[config.mk]
export PLATFORM = sky130hd
export DESIGN_NAME = wps_pin_from_mac
export DESIGN_NICKNAME = d
export VERILOG_FILES = /design/src/hdl/wpspin_pkg.sv /design/src/hdl/wpspin_reduce.sv /design/src/hdl/wpspin_dabble.sv /design/src/hdl/wpspin_check.sv /design/src/hdl/wps_pin_from_mac.sv
export SDC_FILE = /design/constraint.sdc
export NUM_CORES = 1
export LEC_CHECK = 0
export CAP_MARGIN = 20
export CELL_PAD_IN_SITES_DETAIL_PLACEMENT = 1
export CELL_PAD_IN_SITES_GLOBAL_PLACEMENT = 2
export CORE_AREA = 2 2 152 303
export DETAILED_ROUTE_END_ITERATION = 10
export DIE_AREA = 0 0 154 305
export DONT_BUFFER_PORTS = 1
export GPL_ROUTABILITY_DRIVEN = 0
export PLACE_DENSITY = 0.89
export SLEW_MARGIN = 10
export SYNTH_ARGS = -nofsm -noshare
export SYNTH_HDL_FRONTEND = slang
export SYNTH_SLANG_ARGS = --single-unit
[constraint.sdc]
create_clock -name clk -period 11.38 [get_ports clk]
set_input_delay 0 -clock clk [delete_from_list [all_inputs] [get_ports clk]]
set_output_delay 0 -clock clk [all_outputs]
set_load 0.05 [all_outputs]
[src/hdl/wpspin_pkg.sv]
// Shared constants, the pipeline payload type and digit helpers for the WPS PIN block.
package wpspin_pkg;

  localparam int MAC_W      = 24;
  localparam int BODY_DIGITS = 7;
  localparam int BCD_BODY_W = 4 * BODY_DIGITS;
  localparam int PIN_W      = 27;
  localparam int PIN_BCD_W  = 32;
  localparam int DIGIT_W    = 4;
  localparam int SUM_W      = 8;
  localparam int DD_STEPS   = 8;

  localparam logic [MAC_W-1:0]   PIN_MODULUS = 24'd10000000;
  localparam logic [DIGIT_W-1:0] DIGIT_BASE  = 4'd10;

  typedef struct packed {
    logic [BCD_BODY_W-1:0] bcd;
    logic [MAC_W-1:0]      bin;
    logic [MAC_W-1:0]      body;
  } dd_t;

  // Remainder of a small sum by ten, by reciprocal multiplication.
  function automatic logic [DIGIT_W-1:0] mod10(input logic [SUM_W-1:0] s);
    logic [15:0]      prod;
    logic [DIGIT_W:0] q;
    logic [SUM_W-1:0] q10;
    logic [SUM_W-1:0] rem;
    prod = {8'd0, s} * 16'd205;
    q    = prod[15:11];
    q10  = {q, 3'b000} + {2'b00, q, 1'b0};
    rem  = s - q10;
    return rem[DIGIT_W-1:0];
  endfunction

  function automatic logic bcd_ok(input logic [PIN_BCD_W-1:0] v);
    logic ok;
    ok = 1'b1;
    for (int i = 0; i < PIN_BCD_W / 4; i++) begin
      if (v[4*i +: 4] > 4'd9) begin
        ok = 1'b0;
      end
    end
    return ok;
  endfunction

endpackage

[src/hdl/wpspin_reduce.sv]
// First pipeline stage: reduces the MAC value modulo ten million.
module wpspin_reduce (
  input  logic                       clk,
  input  logic                       rst_n,
  input  logic                       in_valid,
  input  logic [wpspin_pkg::MAC_W-1:0] in_mac,
  output logic                       out_valid,
  output wpspin_pkg::dd_t            out_data
);
  import wpspin_pkg::*;

  logic            valid_r;
  dd_t             data_r;
  dd_t             data_nxt;
  logic [MAC_W-1:0] body;

  always_comb begin
    body = (in_mac >= PIN_MODULUS) ? in_mac - PIN_MODULUS : in_mac;
    data_nxt.bcd  = '0;
    data_nxt.bin  = body;
    data_nxt.body = body;
  end

  always_ff @(posedge clk) begin
    if (!rst_n) begin
      valid_r <= 1'b0;
    end else begin
      valid_r <= in_valid;
    end
  end

  always_ff @(posedge clk) begin
    data_r <= data_nxt;
  end

  assign out_valid = valid_r;
  assign out_data  = data_r;

endmodule

[src/hdl/wpspin_dabble.sv]
// One binary to BCD conversion stage that shifts in eight bits of the body.
module wpspin_dabble (
  input  logic            clk,
  input  logic            rst_n,
  input  logic            in_valid,
  input  wpspin_pkg::dd_t in_data,
  output logic            out_valid,
  output wpspin_pkg::dd_t out_data
);
  import wpspin_pkg::*;

  logic valid_r;
  dd_t  data_r;
  dd_t  data_nxt;

  always_comb begin
    logic [BCD_BODY_W-1:0] bcd;
    logic [MAC_W-1:0]      bin;
    bcd = in_data.bcd;
    bin = in_data.bin;
    for (int s = 0; s < DD_STEPS; s++) begin
      for (int d = 0; d < BODY_DIGITS; d++) begin
        if (bcd[4*d +: 4] >= 4'd5) begin
          bcd[4*d +: 4] = bcd[4*d +: 4] + 4'd3;
        end
      end
      bcd = {bcd[BCD_BODY_W-2:0], bin[MAC_W-1]};
      bin = {bin[MAC_W-2:0], 1'b0};
    end
    data_nxt.bcd  = bcd;
    data_nxt.bin  = bin;
    data_nxt.body = in_data.body;
  end

  always_ff @(posedge clk) begin
    if (!rst_n) begin
      valid_r <= 1'b0;
    end else begin
      valid_r <= in_valid;
    end
  end

  always_ff @(posedge clk) begin
    data_r <= data_nxt;
  end

  assign out_valid = valid_r;
  assign out_data  = data_r;

endmodule

[src/hdl/wpspin_check.sv]
// Weighted digit sum, check digit and the registered result of the PIN pipeline.
module wpspin_check (
  input  logic                              clk,
  input  logic                              rst_n,
  input  logic                              in_valid,
  input  wpspin_pkg::dd_t                   in_data,
  output logic                              out_valid,
  output logic [wpspin_pkg::PIN_W-1:0]      out_pin_value,
  output logic [wpspin_pkg::PIN_BCD_W-1:0]  out_pin_bcd,
  output logic [wpspin_pkg::DIGIT_W-1:0]    out_check_digit
);
  import wpspin_pkg::*;

  logic                  sa_valid_r;
  logic [SUM_W-1:0]      sa_sum_r;
  logic [SUM_W-1:0]      sa_sum_nxt;
  logic [PIN_W-1:0]      sa_x10_r;
  logic [PIN_W-1:0]      sa_x10_nxt;
  logic [BCD_BODY_W-1:0] sa_bcd_r;

  logic                  valid_r;
  logic [PIN_W-1:0]      value_r;
  logic [PIN_BCD_W-1:0]  bcd_r;
  logic [DIGIT_W-1:0]    check_r;
  logic [DIGIT_W-1:0]    check_nxt;
  logic [DIGIT_W-1:0]    rem;

  always_comb begin
    logic [5:0] odd;
    logic [4:0] even;
    odd  = 6'({2'b00, in_data.bcd[3:0]}) + 6'({2'b00, in_data.bcd[11:8]})
         + 6'({2'b00, in_data.bcd[19:16]}) + 6'({2'b00, in_data.bcd[27:24]});
    even = 5'({1'b0, in_data.bcd[7:4]}) + 5'({1'b0, in_data.bcd[15:12]})
         + 5'({1'b0, in_data.bcd[23:20]});
    sa_sum_nxt = {1'b0, odd, 1'b0} + {2'b00, odd} + {3'b000, even};
    sa_x10_nxt = {in_data.body, 3'b000} + {2'b00, in_data.body, 1'b0};
  end

  always_comb begin
    rem       = mod10(sa_sum_r);
    check_nxt = (rem == '0) ? '0 : DIGIT_BASE - rem;
  end

  always_ff @(posedge clk) begin
    if (!rst_n) begin
      sa_valid_r <= 1'b0;
      valid_r    <= 1'b0;
    end else begin
      sa_valid_r <= in_valid;
      valid_r    <= sa_valid_r;
    end
  end

  always_ff @(posedge clk) begin
    sa_sum_r <= sa_sum_nxt;
    sa_x10_r <= sa_x10_nxt;
    sa_bcd_r <= in_data.bcd;
    value_r  <= sa_x10_r + {{(PIN_W-DIGIT_W){1'b0}}, check_nxt};
    bcd_r    <= {sa_bcd_r, check_nxt};
    check_r  <= check_nxt;
  end

  assign out_valid       = valid_r;
  assign out_pin_value   = value_r;
  assign out_pin_bcd     = bcd_r;
  assign out_check_digit = check_r;

  a_check_range: assert property (@(posedge clk) disable iff (!rst_n)
    valid_r |-> (check_r <= 4'd9))
    else $error("check digit out of range");

  a_check_in_bcd: assert property (@(posedge clk) disable iff (!rst_n)
    valid_r |-> (bcd_r[DIGIT_W-1:0] == check_r))
    else $error("check digit differs from last BCD digit");

  a_bcd_digits: assert property (@(posedge clk) disable iff (!rst_n)
    valid_r |-> bcd_ok(bcd_r))
    else $error("BCD result holds a digit above nine");

  a_value_range: assert property (@(posedge clk) disable iff (!rst_n)
    valid_r |-> (value_r <= 27'd99999999))
    else $error("PIN value out of range");

endmodule

[src/hdl/wps_pin_from_mac.sv]
// WPS PIN generator: pipelined top level from low MAC bytes to eight-digit PIN.
//
// Input channel: drive in_mac_low and raise start; the transfer is taken at
// the rising edge where start is high and busy is low. Busy is always low, so
// a new transfer may be made in every cycle.
// Result channel: out_valid is high for exactly one cycle with out_pin_value,
// out_pin_bcd and out_check_digit; the result is taken at the end of it.
// The path from the accepting edge to the result runs through six register
// stages: the modulo reduction, three binary to BCD stages of eight bits each,
// the weighted digit sum, and the check digit with the output register.
// Throughput is one item per cycle, since every stage takes a new item in
// each cycle.
// Results leave in the order in which inputs were taken.
// Reset, synchronous and active low, clears every valid bit, so items in
// flight are dropped and nothing is shown until new input arrives.
// The receiver has no way to stall the block; results must be taken when
// shown.
module wps_pin_from_mac (
  input  logic                              clk,
  input  logic                              rst_n,
  input  logic                              start,
  output logic                              busy,
  input  logic [wpspin_pkg::MAC_W-1:0]      in_mac_low,
  output logic                              out_valid,
  output logic [wpspin_pkg::PIN_W-1:0]      out_pin_value,
  output logic [wpspin_pkg::PIN_BCD_W-1:0]  out_pin_bcd,
  output logic [wpspin_pkg::DIGIT_W-1:0]    out_check_digit
);
  import wpspin_pkg::*;

  logic accept;
  logic v0;
  logic v1;
  logic v2;
  logic v3;
  dd_t  d0;
  dd_t  d1;
  dd_t  d2;
  dd_t  d3;

  assign busy   = 1'b0;
  assign accept = start && !busy;

  wpspin_reduce u_reduce (
    .clk       (clk),
    .rst_n     (rst_n),
    .in_valid  (accept),
    .in_mac    (in_mac_low),
    .out_valid (v0),
    .out_data  (d0)
  );

  wpspin_dabble u_dabble0 (
    .clk       (clk),
    .rst_n     (rst_n),
    .in_valid  (v0),
    .in_data   (d0),
    .out_valid (v1),
    .out_data  (d1)
  );

  wpspin_dabble u_dabble1 (
    .clk       (clk),
    .rst_n     (rst_n),
    .in_valid  (v1),
    .in_data   (d1),
    .out_valid (v2),
    .out_data  (d2)
  );

  wpspin_dabble u_dabble2 (
    .clk       (clk),
    .rst_n     (rst_n),
    .in_valid  (v2),
    .in_data   (d2),
    .out_valid (v3),
    .out_data  (d3)
  );

  wpspin_check u_check (
    .clk             (clk),
    .rst_n           (rst_n),
    .in_valid        (v3),
    .in_data         (d3),
    .out_valid       (out_valid),
    .out_pin_value   (out_pin_value),
    .out_pin_bcd     (out_pin_bcd),
    .out_check_digit (out_check_digit)
  );

  a_reduced_body: assert property (@(posedge clk) disable iff (!rst_n)
    v0 |-> (d0.body < PIN_MODULUS))
    else $error("reduced body not below ten million");

  a_bcd_drained: assert property (@(posedge clk) disable iff (!rst_n)
    v3 |-> (d3.bin == '0))
    else $error("binary bits left after BCD conversion");

  a_latency: assert property (@(posedge clk) disable iff (!rst_n)
    accept |-> ##6 out_valid)
    else $error("result missing six cycles after a transfer");

endmodule
==> reports/qor.csv <==
stage,metric,value,unit
cts,numCtsBuffers,27,
layout,syn_to_final_growth,9.76,%
detailed_routing,drt-vias-per-instance,5.56,
grt,grt_first_pass_wirelength,76000,µm
worst_hold_path,hold_end,u_reduce.out_valid,
cts,cts_resized,0,
place,portBuffers,0,
yosys,yosys_warnings,0,
worst_setup_path,worstSetupPathType,register to register,
yosys,synthAdderAreaFrac,13.9,%
floorplanning,rows,110,
cts,clk_latency,560,ps
grt,grt-ovfl-total,0,
detailed_routing,drc,0,
worst_hold_path,min_delay_path_depth,2,
worst_setup_path,endpoint_kind,register,
floorplanning,fp.dieH,305,µm
sta,min_period,7850,ps
detailed_routing,drtIter0Drc,552,
grt,top_usage_layer,met2,
detailed_routing,antenna_left,0,
layout,fin_cells,2889,
detailed_routing,routed_wl,44400,µm
floorplanning,die_x,154,µm
yosys,async_flop_share,0,%
worst_setup_path,cp_slowest_stage_delay,530,ps
worst_setup_path,cp_slowest_cell,or4_1,
worst_setup_path,r2r-end,u_dabble2.out_data[74],
yosys,synth_compound_area_share,23.6,%
yosys,synth-seq-cells,277,
worst_setup_path,reg2reg_slack,3530,ps
sta,finalSetupViolations,0,
yosys,synth_edf_count,0,
worst_hold_path,worst_hold_path_type,primary input to register,
worst_hold_path,min_from,start,
yosys,syn_area_per_cell,8.34,µm²
run_status,outcome,completed,
yosys,synthCells,2284,
sta,final.setup_skew,30.3,ps
yosys,synth_ff_type,dfxtp_1,
yosys,syn_area,0.0190,mm²
sta,slew_headroom,35.7,%
grt,grtUsageTotal,18.8,%
cts,root_buffer,clkbuf_16,
yosys,muxShareOfSynthArea,4.76,%
yosys,synth-simple-area-share,16.3,%
grt,grt_max_degree,25,
worst_setup_path,cp-start-kind,register,
sta,fin_crit_sh,69.0,%
cts,post_cts_buffers,0,
sta,slew_viol_final,0,
sta,grt_setup_unrepaired,false,
floorplanning,ios,92,
sta,worst_pin_slew,958,ps
sta,max_freq,127,MHz
grt,antenna_found_initial,1,
floorplanning,die_area,0.0470,mm²
sta,fin_setup_tns,0,ps
cts,clock_sinks,277,
worst_setup_path,crit_fanout,7,
sta,hold_viol_final,0,
grt,grt_use_met2,36.2,%
yosys,synth_top_family_by_area,compound AO/OA/AOI/OAI gates,
detailed_routing,num_vias,16100,
detailed_routing,avgRoutedWirePerCell,15.4,µm
cts,clockBufferDepth,3,
cts,cts_tree,yes,
grt,use_met3,1.76,%
worst_setup_path,crit_required,11870,ps
place,dp_hpwl,33100,µm
floorplanning,initial_core_util,42.6,%
cts,cts_max_level,1,
place,dp.cells,2796,
layout,drive_above_1_share,5.41,%
detailed_routing,dr.pass1.iters,5,
worst_setup_path,reg2reg_from,u_dabble1.out_data[60],
grt,grt_pass1_vias,16400,
yosys,synth_xor_area_share,7.04,%
worst_setup_path,ff2ff_path_depth,34,
yosys,ys_seq_area_share,29.1,%
layout,nets,2533,
grt,grt_use_met1,21.8,%
yosys,syn_nets,2505,
worst_setup_path,path_common_cell,ha_1,
yosys,yosysUniqueCellTypes,102,
worst_setup_path,arrival,8340,ps
floorplanning,coreArea,0.0447,mm²
run,cap_violations,0,
cts,path_clk_slew,60,ps
[registers in the layout, indices dropped and copies added, names as in the netlist]
register and cells:
u_dabble0.out_data 33, u_reduce.out_valid 1, u_check.out_valid 1, u_check.out_pin_value 27
u_dabble2.out_valid 1, u_check.out_pin_bcd 31, u_check.sa_x10_r 25, u_check.sa_sum_r 8
u_dabble0.out_valid 1, u_check.sa_bcd_r 28, u_dabble1.out_data 44, u_dabble2.out_data 51
u_dabble1.out_valid 1, u_reduce.out_data 24, u_check.sa_valid_r 1
[worst max-delay path by stage]
stage | startpoint | endpoint | slack (ps) | depth (start not counted)
finish | u_dabble1.out_data[60] | u_dabble2.out_data[74] | 3530 | 34
CTS | u_dabble1.out_data[60] | u_dabble2.out_data[74] | 3530 | 34
global route | u_dabble1.out_data[64] | u_dabble2.out_data[74] | 2550 | 34
detailed placement | u_dabble1.out_data[60] | u_dabble2.out_data[74] | 3540 | 34
global placement | u_dabble1.out_data[60] | u_dabble2.out_data[74] | 3780 | 34
floorplan | u_dabble1.out_data[60] | u_dabble2.out_data[74] | 4480 | 34
[routing by layer]
layer / up-vias / wire [µm]
met4: 0 / 867
li1: 8142 / -
met3: 61 / 946
met5: - / 0
met2: 151 / 23300
met1: 7704 / 19300
[cells in the mapped netlist, types with 11 or more instances]
| cell | count | area [µm²] |
|---|---|---|
| dfxtp_1 | 277 | 5550 |
| inv_1 | 197 | 739 |
| nand2_1 | 197 | 739 |
| ha_1 | 165 | 2060 |
| nor2_1 | 163 | 612 |
| a21oi_1 | 153 | 766 |
| o21ai_0 | 151 | 756 |
| xnor2_1 | 105 | 920 |
| mux2i_1 | 56 | 561 |
| nand2b_1 | 54 | 338 |
| nor3_1 | 49 | 245 |
| nand3_1 | 40 | 200 |
| a21o_1 | 38 | 285 |
| xor2_1 | 38 | 333 |
| clkbuf_1 | 36 | 135 |
| o21ai_1 | 31 | 155 |
| a211oi_1 | 29 | 218 |
| fa_1 | 29 | 581 |
| nor2b_1 | 28 | 175 |
| o211ai_1 | 28 | 210 |
| o21a_1 | 23 | 173 |
| mux2_2 | 22 | 248 |
| o21bai_1 | 21 | 158 |
| o22ai_1 | 21 | 131 |
| a31oi_1 | 19 | 119 |
| and2_1 | 19 | 119 |
| or2_2 | 17 | 106 |
| or3_1 | 16 | 100 |
| a21boi_0 | 14 | 105 |
| and3_1 | 14 | 87.6 |
| o31ai_1 | 13 | 97.6 |
| a211o_1 | 11 | 96.3 |
[final cells by class]
class | instances | area (µm²)
fillers | 5317 | 23800
multi-input cells | 1755 | 12500
flip-flops and latches | 277 | 5550
clock buffers | 35 | 756
inverters | 200 | 751
well taps | 560 | 701
repair buffers | 51 | 500
clock inverters | 10 | 128
diodes | 1 | 2.50
[kinds of logic (layout without fill, tap and decap cells)]
group,count (synthesis),after routing
adder cells (fa/ha/maj),195,195
buffers and inverters,252,296
AND/OR/NAND/NOR,648,648
multiplexers,84,84
flip-flops,277,277
other,1,2
AO/OA/AOI/OAI,679,679
XOR/XNOR,148,148
[cells in the final DEF, fill, tap and decap left out, types with 17 or more instances in the layout]
cell	Yosys	layout
dlygate4sd3_1	0	47
inv_1	197	197
fa_1	29	29
a31oi_1	19	19
o22ai_1	21	21
nor2b_1	28	28
or2_2	17	17
mux2_2	22	22
o21bai_1	21	21
nand2_1	197	197
nor2_1	163	163
nand2b_1	54	54
o21ai_0	151	151
nor3_1	49	49
mux2i_1	56	56
a21o_1	38	38
o211ai_1	28	28
xor2_1	38	38
and2_1	19	19
a211oi_1	29	29
dfxtp_1	277	277
clkbuf_16	0	27
o21a_1	23	23
xnor2_1	105	105
ha_1	165	165
nand3_1	40	40
o21ai_1	31	31
a21oi_1	153	153
[per-stage QoR]
| stage | setup WS, ps | util [%] | hold WS (ps) | area, µm² |
|---|---|---|---|---|
| global route | 2550 | 46.7 | 129 | 20900 |
| global placement | 3780 | 43.7 | 27.8 | 19500 |
| finish | 3530 | 46.7 | 126 | 20900 |
| CTS | 3530 | 46.7 | 97.0 | 20900 |
| detailed placement | 3540 | 43.7 | 27.8 | 19500 |
| floorplan | 4480 | - | 27.7 | 19000 |
[critical path: cells and delay by family (launching register included)]
family,cells,cell delay (ps)
muxes,1,210
and+or+nand+nor,7,1440
xor gates and xnor gates,3,1080
AOI/OAI and AO/OA,12,2690
buffers and inverters,4,350
adders and majority gates,7,1630
DFF,1,420
[repair_timing]
| item | in CTS | in global routing |
|---|---|---|
| hold buffers | 47 | 0 |
| endpoints found under the hold margin | 30 | 0 |
| setup endpoints to repair | 0 | 0 |
Power is left out: the tool's default activity adds up to more than one toggle a clock period on the data nets, which glitch-free logic cannot reach.
